**src/design/cets_pkg.sv**
```systemverilog
// ----------------------------------------------------------------------------
// cets_pkg: shared types, constants and lookup functions
// Item types for both channels, the command passed from the classifier to
// the sequencer, and the character and special key tables.
// ----------------------------------------------------------------------------
package cets_pkg;

  localparam logic [7:0] EV_PRESS = 8'd1;
  localparam logic [7:0] EV_HOLD  = 8'd2;

  localparam logic [7:0] KC_PRINT_LO = 8'h20;
  localparam logic [7:0] KC_PRINT_HI = 8'h7f;   // first code past the printable range
  localparam logic [7:0] KC_LSHIFT   = 8'ha2;
  localparam logic [7:0] KC_RSHIFT   = 8'ha3;
  localparam logic [7:0] KC_FKEY_LO  = 8'h81;
  localparam logic [7:0] KC_FKEY_HI  = 8'h8a;

  localparam logic [6:0] SC_SHIFT   = 7'h2a;
  localparam logic [6:0] SC_F1      = 7'h3b;
  localparam int         CHAR_COUNT = 95;

  localparam logic [1:0] PH_FIRST = 2'd0;
  localparam logic [1:0] PH_KEY   = 2'd1;
  localparam logic [1:0] PH_LAST  = 2'd2;

  typedef struct packed {
    logic [7:0] event_state;
    logic [7:0] key_code;
  } in_item_t;

  typedef struct packed {
    logic       key_down;
    logic [6:0] out_keycode;
    logic       last_of_run;
  } out_item_t;

  // One classified event: either a single key result or a shift-wrapped run.
  typedef struct packed {
    logic       wrap;
    logic       need;
    logic       restore;
    logic       down;
    logic [6:0] scancode;
  } cmd_t;

  typedef struct packed {
    logic full;
    logic empty;
  } q_status_t;

  typedef struct packed {
    logic       busy;
    logic [1:0] phase;
  } bk_status_t;

  typedef struct packed {
    logic       ok;
    logic [6:0] code;
  } special_t;

  // Bit 7 marks a character that needs shift, bits 6:0 are the set-1 scancode.
  localparam logic [7:0] CHAR_MAP [0:CHAR_COUNT-1] = '{
    8'h39, 8'h82, 8'ha8, 8'h84, 8'h85, 8'h86, 8'h88, 8'h28,
    8'h8a, 8'h8b, 8'h89, 8'h8d, 8'h33, 8'h0c, 8'h34, 8'h35,
    8'h0b, 8'h02, 8'h03, 8'h04, 8'h05, 8'h06, 8'h07, 8'h08, 8'h09, 8'h0a,
    8'ha7, 8'h27, 8'hb3, 8'h0d, 8'hb4, 8'hb5, 8'h83,
    8'h9e, 8'hb0, 8'hae, 8'ha0, 8'h92, 8'ha1, 8'ha2,
    8'ha3, 8'h97, 8'ha4, 8'ha5, 8'ha6, 8'hb2,
    8'hb1, 8'h98, 8'h99, 8'h90, 8'h93, 8'h9f, 8'h94,
    8'h96, 8'haf, 8'h91, 8'had, 8'h95, 8'hac,
    8'h1a, 8'h2b, 8'h1b, 8'h87, 8'h8c, 8'h29,
    8'h1e, 8'h30, 8'h2e, 8'h20, 8'h12, 8'h21, 8'h22, 8'h23, 8'h17, 8'h24,
    8'h25, 8'h26, 8'h32,
    8'h31, 8'h18, 8'h19, 8'h10, 8'h13, 8'h1f, 8'h14, 8'h16, 8'h2f, 8'h11,
    8'h2d, 8'h15, 8'h2c,
    8'h9a, 8'hab, 8'h9b, 8'ha9
  };

  function automatic logic [7:0] char_entry(input logic [6:0] idx);
    logic [7:0] e;
    e = 8'h00;
    if (int'(idx) < CHAR_COUNT) begin
      e = CHAR_MAP[idx];
    end
    return e;
  endfunction

  // Non-printable codes: fixed scancodes, F-keys and grey-block keycodes.
  function automatic special_t map_special(input logic [7:0] c);
    special_t r;
    logic [7:0] fk;
    r  = '{ok: 1'b1, code: 7'd0};
    fk = c - KC_FKEY_LO;
    unique case (c)
      8'h08:   r.code = 7'h0e;
      8'h09:   r.code = 7'h0f;
      8'h0a:   r.code = 7'h1c;
      8'h0d:   r.code = 7'h1c;
      8'hb1:   r.code = 7'h01;
      8'ha1:   r.code = 7'h38;
      8'ha2:   r.code = SC_SHIFT;
      8'ha3:   r.code = SC_SHIFT;
      8'ha5:   r.code = 7'h1d;
      8'hd0:   r.code = 7'h46;
      8'h90:   r.code = SC_F1 + 7'd9;
      8'hb5:   r.code = 7'd103;
      8'hb6:   r.code = 7'd108;
      8'hb4:   r.code = 7'd105;
      8'hb7:   r.code = 7'd106;
      8'hd2:   r.code = 7'd102;
      8'hd5:   r.code = 7'd107;
      8'hd6:   r.code = 7'd104;
      8'hd7:   r.code = 7'd109;
      8'hd1:   r.code = 7'd110;
      8'hd4:   r.code = 7'd111;
      default: begin
        if (c >= KC_FKEY_LO && c <= KC_FKEY_HI) begin
          r.code = SC_F1 + fk[6:0];
        end else begin
          r.ok = 1'b0;
        end
      end
    endcase
    return r;
  endfunction

endpackage

```
**src/design/char_event_to_scancode_translator_unit.sv**
```systemverilog
// ----------------------------------------------------------------------------
// char_event_to_scancode_translator_unit: character event to scancode block
// Turns keyboard character events into US set-1 key make and break items.
// ----------------------------------------------------------------------------
// Usage: the input channel (in_valid, in_ready, in_item) takes one event per
// item, an event state (1 press, 2 hold, anything else release) and a
// character or special key code. The result channel (out_valid, out_ready,
// out_item) delivers key items with a make or break flag, a 7-bit keycode
// and a flag that marks the final item of the event's run.
// A pressed or held printable character whose shift need differs from the
// tracked shift state yields three items (shift, key, shift restored); other
// kept events yield one item, and dropped codes yield none.
// An accepted item passes through a queue entry and the sequencer's command
// register before its first result reaches the output register. While
// out_ready stays high, the sequencer emits one result per cycle, and
// single-result events stream at one per cycle. A two-entry command queue
// between the classifier and the sequencer lets the input keep flowing while
// the sequencer works through a wrapped run or while the receiver stalls.
// When the receiver holds out_ready low, the output register holds its item,
// the queue fills, and in_ready drops once both entries are occupied.
// Reset (rst_n low, synchronous) clears the shift-held flag, the queue, the
// sequencer state and the output valid flag.
// ----------------------------------------------------------------------------
module char_event_to_scancode_translator_unit (
  input  logic                clk,
  input  logic                rst_n,
  input  logic                in_valid,
  output logic                in_ready,
  input  cets_pkg::in_item_t  in_item,
  output logic                out_valid,
  input  logic                out_ready,
  output cets_pkg::out_item_t out_item
);
  import cets_pkg::*;

  // Front to queue.
  logic       push_valid;
  cmd_t       push_cmd;
  q_status_t  q_status;

  // Queue to back.
  logic       pop_valid;
  logic       pop_ready;
  cmd_t       pop_cmd;
  bk_status_t bk_status;

  // The classifier accepts, classifies and updates the shift flag.
  cets_front u_front (
    .clk        (clk),
    .rst_n      (rst_n),
    .in_valid   (in_valid),
    .in_ready   (in_ready),
    .in_item    (in_item),
    .q_status   (q_status),
    .push_valid (push_valid),
    .push_cmd   (push_cmd)
  );

  // Commands wait here until the sequencer is free.
  cets_queue u_queue (
    .clk        (clk),
    .rst_n      (rst_n),
    .push_valid (push_valid),
    .push_cmd   (push_cmd),
    .pop_valid  (pop_valid),
    .pop_ready  (pop_ready),
    .pop_cmd    (pop_cmd),
    .status     (q_status)
  );

  // The sequencer expands each command into its result items.
  cets_back u_back (
    .clk       (clk),
    .rst_n     (rst_n),
    .pop_valid (pop_valid),
    .pop_ready (pop_ready),
    .pop_cmd   (pop_cmd),
    .out_valid (out_valid),
    .out_ready (out_ready),
    .out_item  (out_item),
    .status    (bk_status)
  );

  // The sequencer never runs past the third item of a run.
  a_phase_range: assert property (@(posedge clk) disable iff (!rst_n)
    bk_status.phase != 2'd3)
    else $error("sequencer phase out of range");

  // Mid-run, the previous item of that run is still held or was just replaced.
  a_mid_run_output: assert property (@(posedge clk) disable iff (!rst_n)
    (bk_status.phase != PH_FIRST) |-> (bk_status.busy && out_valid))
    else $error("run in progress without a pending result");

  // Input is stalled only because the queue is full.
  a_ready_means_room: assert property (@(posedge clk) disable iff (!rst_n)
    !in_ready |-> q_status.full)
    else $error("input stalled with room in the queue");

  // A wrapped run that is not finished keeps the sequencer off the queue.
  a_no_pop_mid_run: assert property (@(posedge clk) disable iff (!rst_n)
    (bk_status.phase == PH_KEY) |-> !pop_ready)
    else $error("queue popped in the middle of a run");

endmodule

```
**src/design/cets_front.sv**
```systemverilog
// ----------------------------------------------------------------------------
// cets_front: event classifier
// Accepts input items, tracks the shift-held flag and turns each event into
// one command for the sequencer, or drops it.
// ----------------------------------------------------------------------------
module cets_front (
  input  logic               clk,
  input  logic               rst_n,
  input  logic               in_valid,
  output logic               in_ready,
  input  cets_pkg::in_item_t in_item,
  input  cets_pkg::q_status_t q_status,
  output logic               push_valid,
  output cets_pkg::cmd_t     push_cmd
);
  import cets_pkg::*;

  logic       shift_held_r;
  logic       shift_held_nxt;
  logic       accept;
  logic       down;
  logic       printable;
  logic       is_shift;
  logic [7:0] offset;
  logic [7:0] entry;
  special_t   spec;

  assign in_ready  = !q_status.full;
  assign accept    = in_valid && in_ready;
  assign down      = (in_item.event_state == EV_PRESS) || (in_item.event_state == EV_HOLD);
  assign printable = (in_item.key_code >= KC_PRINT_LO) && (in_item.key_code < KC_PRINT_HI);
  assign is_shift  = (in_item.key_code == KC_LSHIFT) || (in_item.key_code == KC_RSHIFT);
  assign offset    = in_item.key_code - KC_PRINT_LO;
  assign entry     = char_entry(offset[6:0]);
  assign spec      = map_special(in_item.key_code);

  always_comb begin
    push_cmd.down    = down;
    push_cmd.need    = entry[7];
    push_cmd.restore = shift_held_r;
    if (printable) begin
      push_cmd.scancode = entry[6:0];
      push_cmd.wrap     = down && (entry[7] != shift_held_r);
      push_valid        = accept;
    end else begin
      push_cmd.scancode = spec.code;
      push_cmd.wrap     = 1'b0;
      push_valid        = accept && spec.ok;
    end
  end

  always_comb begin
    shift_held_nxt = shift_held_r;
    if (accept && is_shift) begin
      shift_held_nxt = down;
    end
  end

  always_ff @(posedge clk) begin
    if (!rst_n) begin
      shift_held_r <= 1'b0;
    end else begin
      shift_held_r <= shift_held_nxt;
    end
  end

endmodule

```
**src/design/cets_queue.sv**
```systemverilog
// ----------------------------------------------------------------------------
// cets_queue: two-entry command queue
// Decouples the classifier from the sequencer so each side stalls alone.
// ----------------------------------------------------------------------------
module cets_queue (
  input  logic                clk,
  input  logic                rst_n,
  input  logic                push_valid,
  input  cets_pkg::cmd_t      push_cmd,
  output logic                pop_valid,
  input  logic                pop_ready,
  output cets_pkg::cmd_t      pop_cmd,
  output cets_pkg::q_status_t status
);
  import cets_pkg::*;

  cmd_t       mem_r [0:1];
  logic       wptr_r, wptr_nxt;
  logic       rptr_r, rptr_nxt;
  logic [1:0] cnt_r, cnt_nxt;
  logic       do_push;
  logic       do_pop;

  assign status.full  = (cnt_r == 2'd2);
  assign status.empty = (cnt_r == 2'd0);
  assign pop_valid    = !status.empty;
  assign pop_cmd      = mem_r[rptr_r];
  assign do_push      = push_valid && !status.full;
  assign do_pop       = pop_valid && pop_ready;

  always_comb begin
    wptr_nxt = wptr_r ^ do_push;
    rptr_nxt = rptr_r ^ do_pop;
    cnt_nxt  = cnt_r + {1'b0, do_push} - {1'b0, do_pop};
  end

  always_ff @(posedge clk) begin
    if (do_push) begin
      mem_r[wptr_r] <= push_cmd;
    end
  end

  always_ff @(posedge clk) begin
    if (!rst_n) begin
      wptr_r <= 1'b0;
      rptr_r <= 1'b0;
      cnt_r  <= 2'd0;
    end else begin
      wptr_r <= wptr_nxt;
      rptr_r <= rptr_nxt;
      cnt_r  <= cnt_nxt;
    end
  end

endmodule

```
**src/design/cets_back.sv**
```systemverilog
// ----------------------------------------------------------------------------
// cets_back: result sequencer
// Expands each command into one result, or into the three results of a
// shift-wrapped key, and holds them in the output register.
// ----------------------------------------------------------------------------
module cets_back (
  input  logic                 clk,
  input  logic                 rst_n,
  input  logic                 pop_valid,
  output logic                 pop_ready,
  input  cets_pkg::cmd_t       pop_cmd,
  output logic                 out_valid,
  input  logic                 out_ready,
  output cets_pkg::out_item_t  out_item,
  output cets_pkg::bk_status_t status
);
  import cets_pkg::*;

  cmd_t       cmd_r;
  logic       busy_r, busy_nxt;
  logic [1:0] phase_r, phase_nxt;
  logic       out_valid_r, out_valid_nxt;
  out_item_t  out_item_r;
  out_item_t  cur_item;
  logic       load;
  logic       last;

  always_comb begin
    cur_item = '{key_down: cmd_r.down, out_keycode: cmd_r.scancode, last_of_run: 1'b1};
    if (cmd_r.wrap) begin
      unique case (phase_r)
        PH_FIRST: cur_item = '{key_down: cmd_r.need, out_keycode: SC_SHIFT, last_of_run: 1'b0};
        PH_KEY:   cur_item = '{key_down: 1'b1, out_keycode: cmd_r.scancode, last_of_run: 1'b0};
        default:  cur_item = '{key_down: cmd_r.restore, out_keycode: SC_SHIFT,
                               last_of_run: 1'b1};
      endcase
    end
  end

  assign last      = cur_item.last_of_run;
  assign load      = busy_r && (!out_valid_r || out_ready);
  assign pop_ready = !busy_r || (load && last);

  always_comb begin
    busy_nxt      = busy_r;
    phase_nxt     = phase_r;
    out_valid_nxt = out_valid_r && !out_ready;
    if (load) begin
      out_valid_nxt = 1'b1;
      phase_nxt     = phase_r + 2'd1;
      if (last) begin
        busy_nxt  = 1'b0;
        phase_nxt = PH_FIRST;
      end
    end
    if (pop_valid && pop_ready) begin
      busy_nxt  = 1'b1;
      phase_nxt = PH_FIRST;
    end
  end

  always_ff @(posedge clk) begin
    if (pop_valid && pop_ready) begin
      cmd_r <= pop_cmd;
    end
    if (load) begin
      out_item_r <= cur_item;
    end
  end

  always_ff @(posedge clk) begin
    if (!rst_n) begin
      busy_r      <= 1'b0;
      phase_r     <= PH_FIRST;
      out_valid_r <= 1'b0;
    end else begin
      busy_r      <= busy_nxt;
      phase_r     <= phase_nxt;
      out_valid_r <= out_valid_nxt;
    end
  end

  assign out_valid    = out_valid_r;
  assign out_item     = out_item_r;
  assign status.busy  = busy_r;
  assign status.phase = phase_r;

endmodule
```
**config.mk**
```make
export PLATFORM = sky130hd
export DESIGN_NAME = char_event_to_scancode_translator_unit
export DESIGN_NICKNAME = d
export VERILOG_FILES = /design/src/design/cets_pkg.sv /design/src/design/char_event_to_scancode_translator_unit.sv /design/src/design/cets_front.sv /design/src/design/cets_queue.sv /design/src/design/cets_back.sv
export SDC_FILE = /design/constraint.sdc
export NUM_CORES = 1
export LEC_CHECK = 0
export BUFFER_PORTS_ARGS = -buffer_cell sky130_fd_sc_hd__buf_2
export CAP_MARGIN = 0
export CORE_MARGIN = 8
export CORE_UTILIZATION = 55
export DETAILED_ROUTE_END_ITERATION = 7
export PLACE_DENSITY = 0.85
export SLEW_MARGIN = 20
export SYNTH_ARGS = -nofsm -noshare
export SYNTH_HDL_FRONTEND = slang
export SYNTH_SLANG_ARGS = --single-unit
export TNS_END_PERCENT = 30
```
**constraint.sdc**
```tcl
create_clock -name clk -period 2.45 [get_ports clk]
set_input_delay 0.1225 -clock clk [delete_from_list [all_inputs] [get_ports clk]]
set_output_delay 0.1225 -clock clk [all_outputs]
set_load 0.005 [all_outputs]
```
Word-level counts from Yosys, hierarchy flattened
Memory sizes are Yosys's and may differ from the RTL's. A register that Yosys moved wholly into a read port is not among the register bits.
Cells that the tools add are included.
- register bits: 18
- RAM bits: 22
- memory bits (read-only): 1024
- input port bits: 20
- output and inout bits: 11
- memories: 2
- memory list (name ; depth ; width ; read ports ; clocked after Yosys merged registers in ; write ports ; RTL line ; source):
    (no name shown) ; 128 ; 8 ; 1 ; 0 ; 0 ; cets_pkg.sv:83 ; e = CHAR_MAP[idx];
    u_queue.mem_r ; 2 ; 11 ; 1 ; 1 ; 1 ; cets_queue.sv:17 ; cmd_t mem_r [0:1];
- add/subtract/negate cells: 6
- magnitude comparators: 6
- equality and inequality tests: 26
- multiplexer cells: 19
- bitwise gates (word level): 4
- reduce and logical (&&, ||, !) cells: 29
- operators by type and width (operator ; count):
    == test 8 bit, second input constant ; 17
    case mux 7 bit (19 select lines) ; 1
    == test 8 x 4 -> 1 bit, second input constant ; 4
    2-to-1 mux 8 bit ; 3
    OR reduction 21 bit ; 1
    case mux 9 bit (2 select lines) ; 1
    greater-or-equal comparator 8 bit, second input constant ; 2
    2-to-1 mux 7 bit ; 2
    logical AND 1 bit ; 11
    2-to-1 mux 1 bit ; 10
    2-to-1 mux 9 bit ; 1
    == test 8 x 1 -> 1 bit, second input constant ; 1
    == test 8 x 2 -> 1 bit, second input constant ; 1
    greater-or-equal comparator 8 x 6 -> 1 bit, second input constant ; 1
    less-or-equal comparator 8 bit, second input constant ; 1
    < comparator 8 x 7 -> 1 bit, second input constant ; 1
    inverter 7 -> 8 bit ; 1
    adder 6 x 7 -> 7 bit, first input constant ; 1
    < comparator 7 bit, second input constant ; 1
    subtractor 7 x 1 -> 7 bit, second input constant ; 1
    subtractor 7 x 6 -> 7 bit, second input constant ; 1
    OR reduction 2 bit ; 3
    zero test 1 bit ; 5
    zero test 2 bit ; 2
    other kinds (12) ; 17

Longest topological paths before layout
Gate-level depths: netlist of the first run.
- word-level depth: 9
- mapped depth: 14

By module
From an unflattened synthesis of the first run, not the netlist that was laid out.
- cells, all modules: 406
- area, all modules: 3839.9 sq um
- by module, submodules not included (module ; times used ; cells each ; area an instance (sq um)):
    cets_front ; 1 ; 285 ; 1860.5
    cets_queue ; 1 ; 60 ; 1059.8
    cets_back ; 1 ; 61 ; 919.6

Worst setup path before layout of the first run
OpenSTA, ideal clock, no wires.
- path kind: input to register
- from: input in_item[0] in the netlist's numbering
- to: register u_queue.cnt_r[1]
- arrival time: 2.400 ns
- path slack: -0.065 ns
- stages: 14
- path buffers: 2
- cells stage by stage: clkbuf_1 > inv_1 > ha_1 > buf_2 > o21bai_1 > nor4_2 > o22ai_1 > nand3_1 > a221oi_1 > a31oi_1 > ha_1 > xnor2_1 > xnor2_1 > and2_1
- longest elaborated chain between the ends: 9
- ends and longest elaborated chain (element ; RTL line ; source):
    start: declaration ; char_event_to_scancode_translator_unit.sv:29 ; input cets_pkg::in_item_t in_item,
    greater-or-equal comparator 8 bit or less-or-equal comparator 8 bit (tied branches) ; cets_pkg.sv:117 ; if (c >= KC_FKEY_LO && c <= KC_FKEY_HI) begin
    logical AND 1 bit ; cets_pkg.sv:117 ;
    2-to-1 mux 1 bit ; cets_pkg.sv:117 ;
    2-to-1 mux 1 bit ; cets_pkg.sv:94 ; unique case (c)
    logical AND 1 bit ; cets_front.sv:48 ; push_valid = accept && spec.ok;
    2-to-1 mux 1 bit * ; cets_front.sv:41 ; if (printable) begin
    logical AND 1 bit * ; cets_queue.sv:28 ; assign do_push = push_valid && !status.full;
    adder 2 x 1 -> 2 bit * ; cets_queue.sv:34 ; cnt_nxt = cnt_r + {1'b0, do_push} - {1'b0, do_pop};
    subtractor 2 x 1 -> 2 bit * ; cets_queue.sv:34 ;
    end signal: assignment ; cets_queue.sv:51 ; cnt_r <= cnt_nxt;
    end: declaration ; cets_queue.sv:20 ; logic [1:0] cnt_r, cnt_nxt;
Every way passes the cells marked *; elsewhere a longest branch is shown, timed or not.
A chain may end at the register's enable or synchronous reset.

Worst setup path after layout of the first run
- from: input in_item[1] in the netlist's numbering
- to: memory u_queue.mem_r[1][0] in the netlist's numbering (enable)
- longest elaborated chain between the ends: 9
- ends and longest elaborated chain (element ; RTL line ; source):
    greater-or-equal comparator 8 bit or less-or-equal comparator 8 bit (tied branches) ; cets_pkg.sv:117 ;
    logical AND 1 bit ; cets_pkg.sv:117 ;
    2-to-1 mux 1 bit ; cets_pkg.sv:117 ;
    2-to-1 mux 1 bit ; cets_pkg.sv:94 ;
    logical AND 1 bit ; cets_front.sv:48 ;
    2-to-1 mux 1 bit * ; cets_front.sv:41 ;
    logical AND 1 bit * ; cets_queue.sv:28 ;
    2-to-1 mux 1 bit * ; cets_queue.sv:38 ; if (do_push) begin
    2-to-1 mux 1 bit (not written as such) * ; cets_queue.sv:39 ; mem_r[wptr_r] <= push_cmd;
    end: declaration ; cets_queue.sv:17 ;
Marked as above.

==> results.cfg, run 1 <==
[logic_synthesis]
synth_area_leader_cell = edfxtp_1
syn_warnings = 0
synth_seq_area_share_pct = 38.7
yosysUniqueCellTypes = 70
syn_inst = 398
fraction_of_registers_with_async_set_reset_pct = 0
synth_nets = 439
synthesis.area_per_instance_um2 = 9.35
synth.top_cells.by_area = edfxtp_1 34%, ha_1 7.1%, dfxtp_1 4.8%
synth-edff-count = 42
ys_seq_elements = 51
yosys_most_used_dff = edfxtp_1
yosysTopAreaCellShare_pct = 33.9
synthesized_cell_area_um2 = 3720

[pwr]
ir_drop_worst_case_vdd_mv = 0.248
internal_power_w = 0.00179
power_switching_w = 0.000800
power_leakage_nw = 1.64
clkPwrFrac_pct = 18.4
share_comb_of_total_power_pct = 32.4
power_density_relative_to_cell_area_nw_per_um2 = 617
swShare_pct = 30.9
pwr-share-seq_pct = 49.2

[timing]
finalHoldViolations = 0
worst_slew_margin_rel_pct = 63.9
number_of_pins_exceeding_their_max_slew_limit_in_the_final_report = 0
period_share_pct = 88.9
max_clock_freq_mhz = 459
timing_worst_slew_pin_value_ns = 0.541
final_setup_violation_count = 0
rsz0062_at_grt = false
final_period_minus_worst_setup_slack_ns = 2.18
finalHoldWorstSlack_ns = 0.108
finalClockSkew_ns = 0.00566

[critical_path]
path_max_fanout = 11
cp_data_arrival_time_ns = 2.12
rr_worst_depth = 10
timing.critical_path.required_ns = 2.39
regToRegSetupSlack_ns = 0.29
cells_along_the_critical_path = buf_2, inv_1, ha_1, o21bai_1, nor4_2, o22ai_1, nand3_1, a221oi_1, a31oi_1, ha_1
worst_path_max_delay_cell = ha_1
critical_setup_path_class = in -> reg
path_common_cell = ha_1
cpPeakStageDelay_ns = 0.52
crit_path_end_kind = flop
worst_setup_path_start_kind = input port

[cells_and_area]
p_r_area_growth_vs_syn_pct = 12.6
insertedDiodeCount = 0
nets = 489
layout_cell_share_with_drive_strength_beyond_1_pct = 23.2
util_after_layout_pct = 62.7

[clock_tree]
post-cts-setup-buffer-count = 0
clkSinkCount = 51
cts_root_buffer = clkbuf_8
clock_insertion_delay_worst_skew_ns = 0.30
worst_setup_hold_path_clk_slew_ns = 0.08
htreeDepth = 2
cts_resized = 0
cts_max_path_buffers = 2
cts_tree = yes
numCtsBuffers = 5
cts_hold_buffers = 0

[drt]
drt-total-wl_mm = 9.14
first_pass_iters = 5
antenna_left = 0
avgViaCountPerCell = 6.31
drt-wirelength-per-cell_um = 17.3
num_vias = 3340
drtIter0Drc = 327
drc = 0

[outcome]
outcome = complete, no violations

[floorplan]
rows = 30
initial_utilization_pct = 55.7
die_w_um = 98.3
die-area_um2 = 9650
die_height_um = 98.3
boundaryPins = 31
core_um2 = 6680

[job]
timing.max_cap.violations = 0

[worst_hold_path]
worstHoldPathType = in -> reg
hold_path_depth = 4

[placed_design]
port_buffers = 30
post-dp-hpwl_mm = 7.11
routabilityCongestion = 1.04

[grt]
grt_use_total_pct = 19.1
number_of_antenna_violations_at_the_first_check_in_global_routing = 0
wire_length_of_the_first_global_routing_pass_mm = 15.4
maximum_number_of_pins_on_one_net_before_global_route_repair = 31
globalRoute.totalOverflow = 0
number_of_global_route_vias_before_repair = 3261
==> area by class of cell <==
class / instances / area (um^2)
fill: 549 / 2490
multi-input combinational: 302 / 2040
sequential: 51 / 1440
timing repair buffer: 71 / 458
tap: 80 / 100
clock buffer: 7 / 86.3
inverter: 17 / 63.8
clock inverter: 1 / 5.00
==> through the flow <==
step           setup TNS [ns]  area [um^2]  total power [W]  setup slack, ns  instances
4_1_cts                     0         4190          0.00259            0.236        529
5_1_grt                     0         4190          0.00273           0.0249        529
3_5_place_dp            -1.88         4100          0.00212           -0.105        521
2_1_floorplan               0         3720          0.00185           0.0418        398
6_report                    0         4190          0.00259            0.271        529
3_3_place_gp                0         4100          0.00207           0.0486        521
==> critical path, delay by kind of cell <==
family                   cells  cell delay, ns
AND/OR/NAND/NOR              2            0.34
buffers and inverters        2            0.25
adder cells (fa/ha/maj)      2            0.76
AO/OA/AOI/OAI                4            0.64
==> synthesized netlist by cell type, types with 4 or more instances <==
library cell,count
a221oi_1,5
nor2_1,27
mux2_2,11
clkbuf_1,6
o22ai_1,7
nand4_1,6
buf_2,11
edfxtp_1,42
xnor2_1,8
o21ai_0,15
nand2b_1,16
nor2b_1,8
and2_1,7
a211oi_1,7
buf_6,6
nor3_1,15
dfxtp_1,9
inv_1,15
ha_1,21
a21oi_1,25
nand2_1,38
nand3_1,11
a31oi_1,6
buf_4,4
==> cells in the final DEF (no fill, tap or decap), types with 5 or more instances in the layout <==
master / synthesis / layout
a211oi_1: 7 / 7
a21oi_1: 25 / 25
a221oi_1: 5 / 5
a31oi_1: 6 / 6
and2_1: 7 / 7
buf_2: 11 / 30
buf_4: 4 / 41
clkbuf_8: 0 / 6
dfxtp_1: 9 / 9
edfxtp_1: 42 / 42
ha_1: 21 / 21
inv_1: 15 / 15
mux2_2: 11 / 11
nand2_1: 38 / 38
nand2b_1: 16 / 16
nand3_1: 11 / 11
nand4_1: 6 / 6
nor2_1: 27 / 27
nor2b_1: 8 / 8
nor3_1: 15 / 15
o21ai_0: 15 / 15
o22ai_1: 7 / 7
xnor2_1: 8 / 8
==> kinds of logic after synthesis <==
logic type      count (synthesis)  share of synthesized area (%)
fa+ha+maj                      21                           7.06
simple gates                  151                           21.3
compound gates                106                           19.9
xor+xnor                       11                           2.59
flops                          51                           38.7
buf+inv                        45                           6.52
mux                            13                           3.87
==> power by group through the flow <==
stage	Combinational [W]	Clock [W]	Sequential, W
after floorplan	0.000584	0	0.00126
after global placement	0.000793	0	0.00128
after detailed placement	0.000826	0	0.00130
after CTS	0.000830	0.000483	0.00128
after global routing	0.000918	0.000516	0.00130
final	0.000837	0.000476	0.00127
==> worst paths after layout <==
check                                      endpoint                           start
setup / recovery      u_queue.mem_r[1][0]$_DFFE_PP_                      in_item[1]
hold / removal    u_front.shift_held_r$_SDFFE_PN0P_                     in_item[15]
setup reg to reg        u_queue.cnt_r[1]$_SDFF_PN0_      u_back.cmd_r[10]$_DFFE_PP_
hold reg to reg      u_back.phase_r[1]$_SDFFE_PP0P_  u_back.phase_r[1]$_SDFFE_PP0P_
==> sequential cells by signal, summed over array words and instances, names as in the netlist <==
| register | count |
|---|---|
| u_queue.mem_r | 22 |
| u_back.out_valid | 1 |
| u_queue.rptr_r | 1 |
| u_back.phase_r | 2 |
| u_queue.cnt_r | 2 |
| u_back.cmd_r | 11 |
| u_back.busy_r | 1 |
| u_front.shift_held_r | 1 |
| u_queue.wptr_r | 1 |
| u_back.out_item | 9 |
==> layer usage <==
layer | up-vias | track usage [%] | part of all wire (%)
met1 | 1525 | 22.7 | 39
met2 | 202 | 32.7 | 48
met3 | 42 | 2.99 | 8.9
met4 | 0 | 9.56 | 4.3
li1 | 1571 | - | -
met5 | - | 0 | 0
Note: power is estimated with default switching activity, not from simulation.
==> run 2, diff against run 1 <==
Settings changed: CORE_ASPECT_RATIO set to 2.
==> results.cfg, run 2 (synthesis gave the netlist of run 1 again) <==
[outcome]
outcome = complete, no violations

[cells_and_area]
p_r_area_growth_vs_syn_pct = 14.8
mostFrequentLayoutCells = 42 x edfxtp_1, 38 x nand2_1, 32 x buf_4
layout_cell_share_with_drive_strength_beyond_1_pct = 21.9
nets = 482
insertedDiodeCount = 0
registers.top_by_ff_count = u_queue.mem_r
finalNonFillerCells = 530
largest_reg_flops = 22
num-fill-cells = 564
layout_commonest_cell = edfxtp_1

[drt]
avgViaCountPerCell = 6.32
first_pass_iters = 7
drt-wirelength-per-cell_um = 19.7
drc = 0
drt-total-wl_mm = 10.4
num_vias = 3350
drtIter0Drc = 216
antenna_left = 0

[floorplan]
initial_utilization_pct = 56.6
core_um2 = 6570
boundaryPins = 31
rows = 42
die-area_um2 = 9810
die_height_um = 132
die_w_um = 74.2

[clock_tree]
clkSinkCount = 51
cts_hold_buffers = 0
cts_tree = yes
cts_root_buffer = clkbuf_16
clock_insertion_delay_worst_skew_ns = 0.28
htreeDepth = 2
cts_max_path_buffers = 2
post-cts-setup-buffer-count = 0
numCtsBuffers = 5
worst_setup_hold_path_clk_slew_ns = 0.06
cts_resized = 0

[critical_path]
cells_along_the_critical_path = buf_2, inv_1, ha_1, o21bai_1, buf_4, nor2_1, a221oi_1, a31oi_1, ha_1, xnor2_1, xnor2_1, and2_1
cp_data_arrival_time_ns = 2.52
worst_path_max_delay_cell = a221oi_1
timing.critical_path.required_ns = 2.63
cpPeakStageDelay_ns = 0.52
worst_setup_path_start_kind = input port
critical_setup_path_class = in -> reg
buffering_stage_count_on_the_worst_path_with_inverters_included = 3
crit_path_end_kind = flop
cpLargestDelayFamily = compound AO/OA/AOI/OAI gates
path_max_fanout = 8

[pwr]
ir_drop_worst_case_vdd_mv = 0.415
power_density_relative_to_cell_area_nw_per_um2 = 701
power_leakage_nw = 1.66

[grt]
maximum_number_of_pins_on_one_net_before_global_route_repair = 40
globalRoute.totalOverflow = 0
number_of_global_route_vias_before_repair = 3410
grt_use_total_pct = 21.9
wire_length_of_the_first_global_routing_pass_mm = 16.7
number_of_antenna_violations_at_the_first_check_in_global_routing = 0

[placed_design]
dp_worst_setup_slack_ns = -0.0251
post-dp-hpwl_mm = 7.95
routabilityCongestion = 1.07
port_buffers = 30
place.detailed.instances = 522

[timing]
final_period_minus_worst_setup_slack_ns = 2.33
rsz0062_at_grt = false
finalHoldViolations = 0
finalClockSkew_ns = 0.00412
period_share_pct = 95.3
worst_slew_margin_rel_pct = 57.2
worst_slack_ns = 0.115
final_setup_violation_count = 0
timing_worst_slew_pin_value_ns = 0.642
max_clock_freq_mhz = 428
number_of_pins_exceeding_their_max_slew_limit_in_the_final_report = 0

[job]
timing.max_cap.violations = 0

[worst_hold_path]
worstHoldPathType = in -> reg
[run 2: worst reg2reg max path, cell delays in order, from the launching register on]
cell and delay (ns):
edfxtp_1 0.44, nor2b_1 0.27, o21ai_0 0.16, o21ai_0 0.18, inv_1 0.13, ha_1 0.31
inv_1 0.04, ha_1 0.19, xnor2_1 0.13, xnor2_1 0.12, and2_1 0.14
[run 2: metal layers]
metal  vias up  share of wire [%]  track usage (%)  wire length [um]
met3        63                5.2             2.59               542
met4         0                7.9             16.8               823
met2       175                 55             40.7              5740
met1      1555                 32             19.8              3330
li1       1557                  -                -                 -
met5         -                  0                0                 0
[run 2: final timing paths]
kind / start / end / slack (ns) / cells past startpoint
hold reg to reg: u_back.phase_r[1]$_SDFFE_PP0P_ / u_back.phase_r[1]$_SDFFE_PP0P_ / 0.47 / 2
setup / recovery: in_item[1] / u_queue.cnt_r[1]$_SDFF_PN0_ / 0.12 / 12
setup reg to reg: u_back.cmd_r[10]$_DFFE_PP_ / u_queue.cnt_r[1]$_SDFF_PN0_ / 0.25 / 10
hold / removal: rst_n / u_back.out_valid$_SDFF_PN0_ / 0.13 / 2
[run 2: layout make-up]
class / instances / area, um^2 / area share [%]
Multi-Input combinational cell: 302 / 2040 / 47.7
Clock buffer: 6 / 129 / 3.02
Clock inverter: 2 / 60.1 / 1.41
Tap cell: 88 / 110 / 2.58
Sequential cell: 51 / 1440 / 33.7
Timing Repair Buffer: 64 / 430 / 10.1
Inverter: 17 / 63.8 / 1.49
[run 2: where the power goes]
group          switching (W)  internal, W  leakage, nW
logic               0.000485     0.000373         1.10
registers          0.0000876      0.00119        0.471
clock network       0.000272     0.000584       0.0911
[run 2: per-stage QoR]
| step | cell area, um^2 | util, % | power [W] | hold WS [ns] | TNS (ns) |
|---|---|---|---|---|---|
| 5_1_grt | 4270 | 65.0 | 0.00313 | 0.143 | 0 |
| 4_1_cts | 4270 | 65.0 | 0.00300 | 0.126 | 0 |
| 3_3_place_gp | 4080 | 62.2 | 0.00210 | 0.416 | 0 |
| 2_1_floorplan | 3720 | - | 0.00185 | 0.240 | 0 |
| 6_report | 4270 | 65.0 | 0.00299 | 0.133 | 0 |
| 3_5_place_dp | 4080 | 62.2 | 0.00214 | 0.427 | -0.0251 |
==> run 3, diff against run 2 <==
Settings changed: GPL_TIMING_DRIVEN set to 0, PLACE_DENSITY 0.85 to 0.77.
==> results.cfg, run 3 (synthesis gave the netlist of run 1 again) <==
[timing]
worst_slack_ns = 0.0551
period_share_pct = 97.8
final_setup_violation_count = 0
max_clock_freq_mhz = 418
finalClockSkew_ns = 0.00592
finalHoldViolations = 0
final_period_minus_worst_setup_slack_ns = 2.39
worst_slew_margin_rel_pct = 61.0
number_of_pins_exceeding_their_max_slew_limit_in_the_final_report = 0
timing_worst_slew_pin_value_ns = 0.581

[clock_tree]
cts_tree = yes
numCtsBuffers = 5
worst_setup_hold_path_clk_slew_ns = 0.06
clkSinkCount = 51
cts_hold_buffers = 0
clock_insertion_delay_worst_skew_ns = 0.29
htreeDepth = 2
cts_max_path_buffers = 2
cts_root_buffer = clkbuf_16

[cells_and_area]
layout_cell_share_with_drive_strength_beyond_1_pct = 24.1
layout_commonest_cell = edfxtp_1
p_r_area_growth_vs_syn_pct = 16.3
registers.top_by_ff_count = u_queue.mem_r
mostFrequentLayoutCells = 42 x edfxtp_1, 38 x nand2_1, 37 x buf_2
finalNonFillerCells = 532
nets = 484
largest_reg_flops = 22
insertedDiodeCount = 0

[placed_design]
post-dp-hpwl_mm = 9.15
port_buffers = 30
dp_worst_setup_slack_ns = -1.14
routabilityCongestion = 1.07
place.detailed.instances = 516

[critical_path]
critical_setup_path_class = in -> reg
regToRegSetupSlack_ns = 0.35
cp_data_arrival_time_ns = 2.38
worst_r2r_src = u_back.cmd_r[10]$_DFFE_PP_
crit_path_end_kind = flop
reg2reg_to = u_queue.cnt_r[1]$_SDFF_PN0_
cp-endpoint = u_queue.mem_r[1][2]$_DFFE_PP_
path_max_fanout = 11
worstSetupStartpoint = in_item[0]
worst_setup_path_start_kind = input port
rr_worst_depth = 10
timing.critical_path.required_ns = 2.44

[floorplan]
die_height_um = 132
initial_utilization_pct = 56.6
die-area_um2 = 9810
boundaryPins = 31
core_um2 = 6570
die_w_um = 74.2
rows = 42

[outcome]
outcome = complete, no violations

[pwr]
power_total_w = 0.00283
power_density_relative_to_cell_area_nw_per_um2 = 654
ir_drop_worst_case_vdd_mv = 0.286
power_leakage_nw = 1.65

[drt]
drtIter0Drc = 306
num_vias = 3460
antenna_left = 0
first_pass_iters = 5
avgViaCountPerCell = 6.50
drt-total-wl_mm = 12.3
drt-wirelength-per-cell_um = 23.1
drc = 0

[job]
timing.max_cap.violations = 0

[grt]
maximum_number_of_pins_on_one_net_before_global_route_repair = 16
wire_length_of_the_first_global_routing_pass_mm = 18.9
number_of_global_route_vias_before_repair = 3523
grt_use_total_pct = 25.9
number_of_antenna_violations_at_the_first_check_in_global_routing = 0
globalRoute.totalOverflow = 0

[worst_hold_path]
worstHoldPathType = in -> reg
run 3: where the power goes:
group,switching [W],internal (W),total (W)
registers,0.0000624,0.00119,0.00125
clock network,0.000287,0.000377,0.000664
logic,0.000533,0.000381,0.000914
run 3: metrics by stage:
step | utilization, % | TNS, ns | instance area, um^2 | hold slack [ns]
2_1_floorplan | - | 0 | 3720 | 0.240
3_3_place_gp | 60.6 | -28.24 | 3980 | 0.418
3_5_place_dp | 60.6 | -27.93 | 3980 | 0.436
4_1_cts | 65.1 | 0 | 4280 | 0.131
5_1_grt | 65.9 | -0.495 | 4330 | 0.148
6_report | 65.9 | 0 | 4330 | 0.130
run 3: critical path: stages:
cell	delay, ns
clkbuf_4	0.16
clkbuf_8	0.14
inv_1	0.12
ha_1	0.17
buf_4	0.22
o21bai_4	0.09
nor4_4	0.32
o22ai_2	0.18
nand3_2	0.13
a221oi_4	0.06
a31oi_4	0.25
buf_4	0.17
ha_4	0.24
run 3: area by class of cell:
class	instances	area, um^2
Fill cell	558	2240
Multi-Input combinational cell	302	2150
Sequential cell	51	1440
Timing Repair Buffer	38	215
Buffer	28	208
Clock buffer	6	129
Tap cell	88	110
Inverter	17	67.6
Clock inverter	2	12.5
run 3: how the worst min path moves through the flow:
stage	start	end	depth (start not counted)
2_1_floorplan	rst_n	u_back.out_valid$_SDFF_PN0_	1
3_3_place_gp	in_item[15]	u_front.shift_held_r$_SDFFE_PN0P_	4
3_5_place_dp	rst_n	u_back.out_valid$_SDFF_PN0_	2
4_1_cts	in_item[15]	u_front.shift_held_r$_SDFFE_PN0P_	4
5_1_grt	in_item[15]	u_queue.mem_r[0][7]$_DFFE_PP_	2
6_report	in_item[15]	u_front.shift_held_r$_SDFFE_PN0P_	4
run 3: repair_timing:
item                                    in CTS  in global routing
endpoints found under the setup margin      25                 23
setup buffers                                6                  2
pin swaps                                    3                  2
resized for setup                           23                  9
endpoints found under the hold margin        0                  0
run 3: per-layer routing:
| layer | GRT usage (%) | share of wire (%) | vias to the layer above | routed length, um |
|---|---|---|---|---|
| met1 | 22.8 | 32 | 1651 | 3910 |
| met2 | 46.5 | 55 | 183 | 6720 |
| met5 | 0 | 0 | - | 0 |
| met4 | 22.3 | 8.0 | 0 | 985 |
| met3 | 5.03 | 5.5 | 67 | 677 |
| li1 | - | - | 1559 | - |
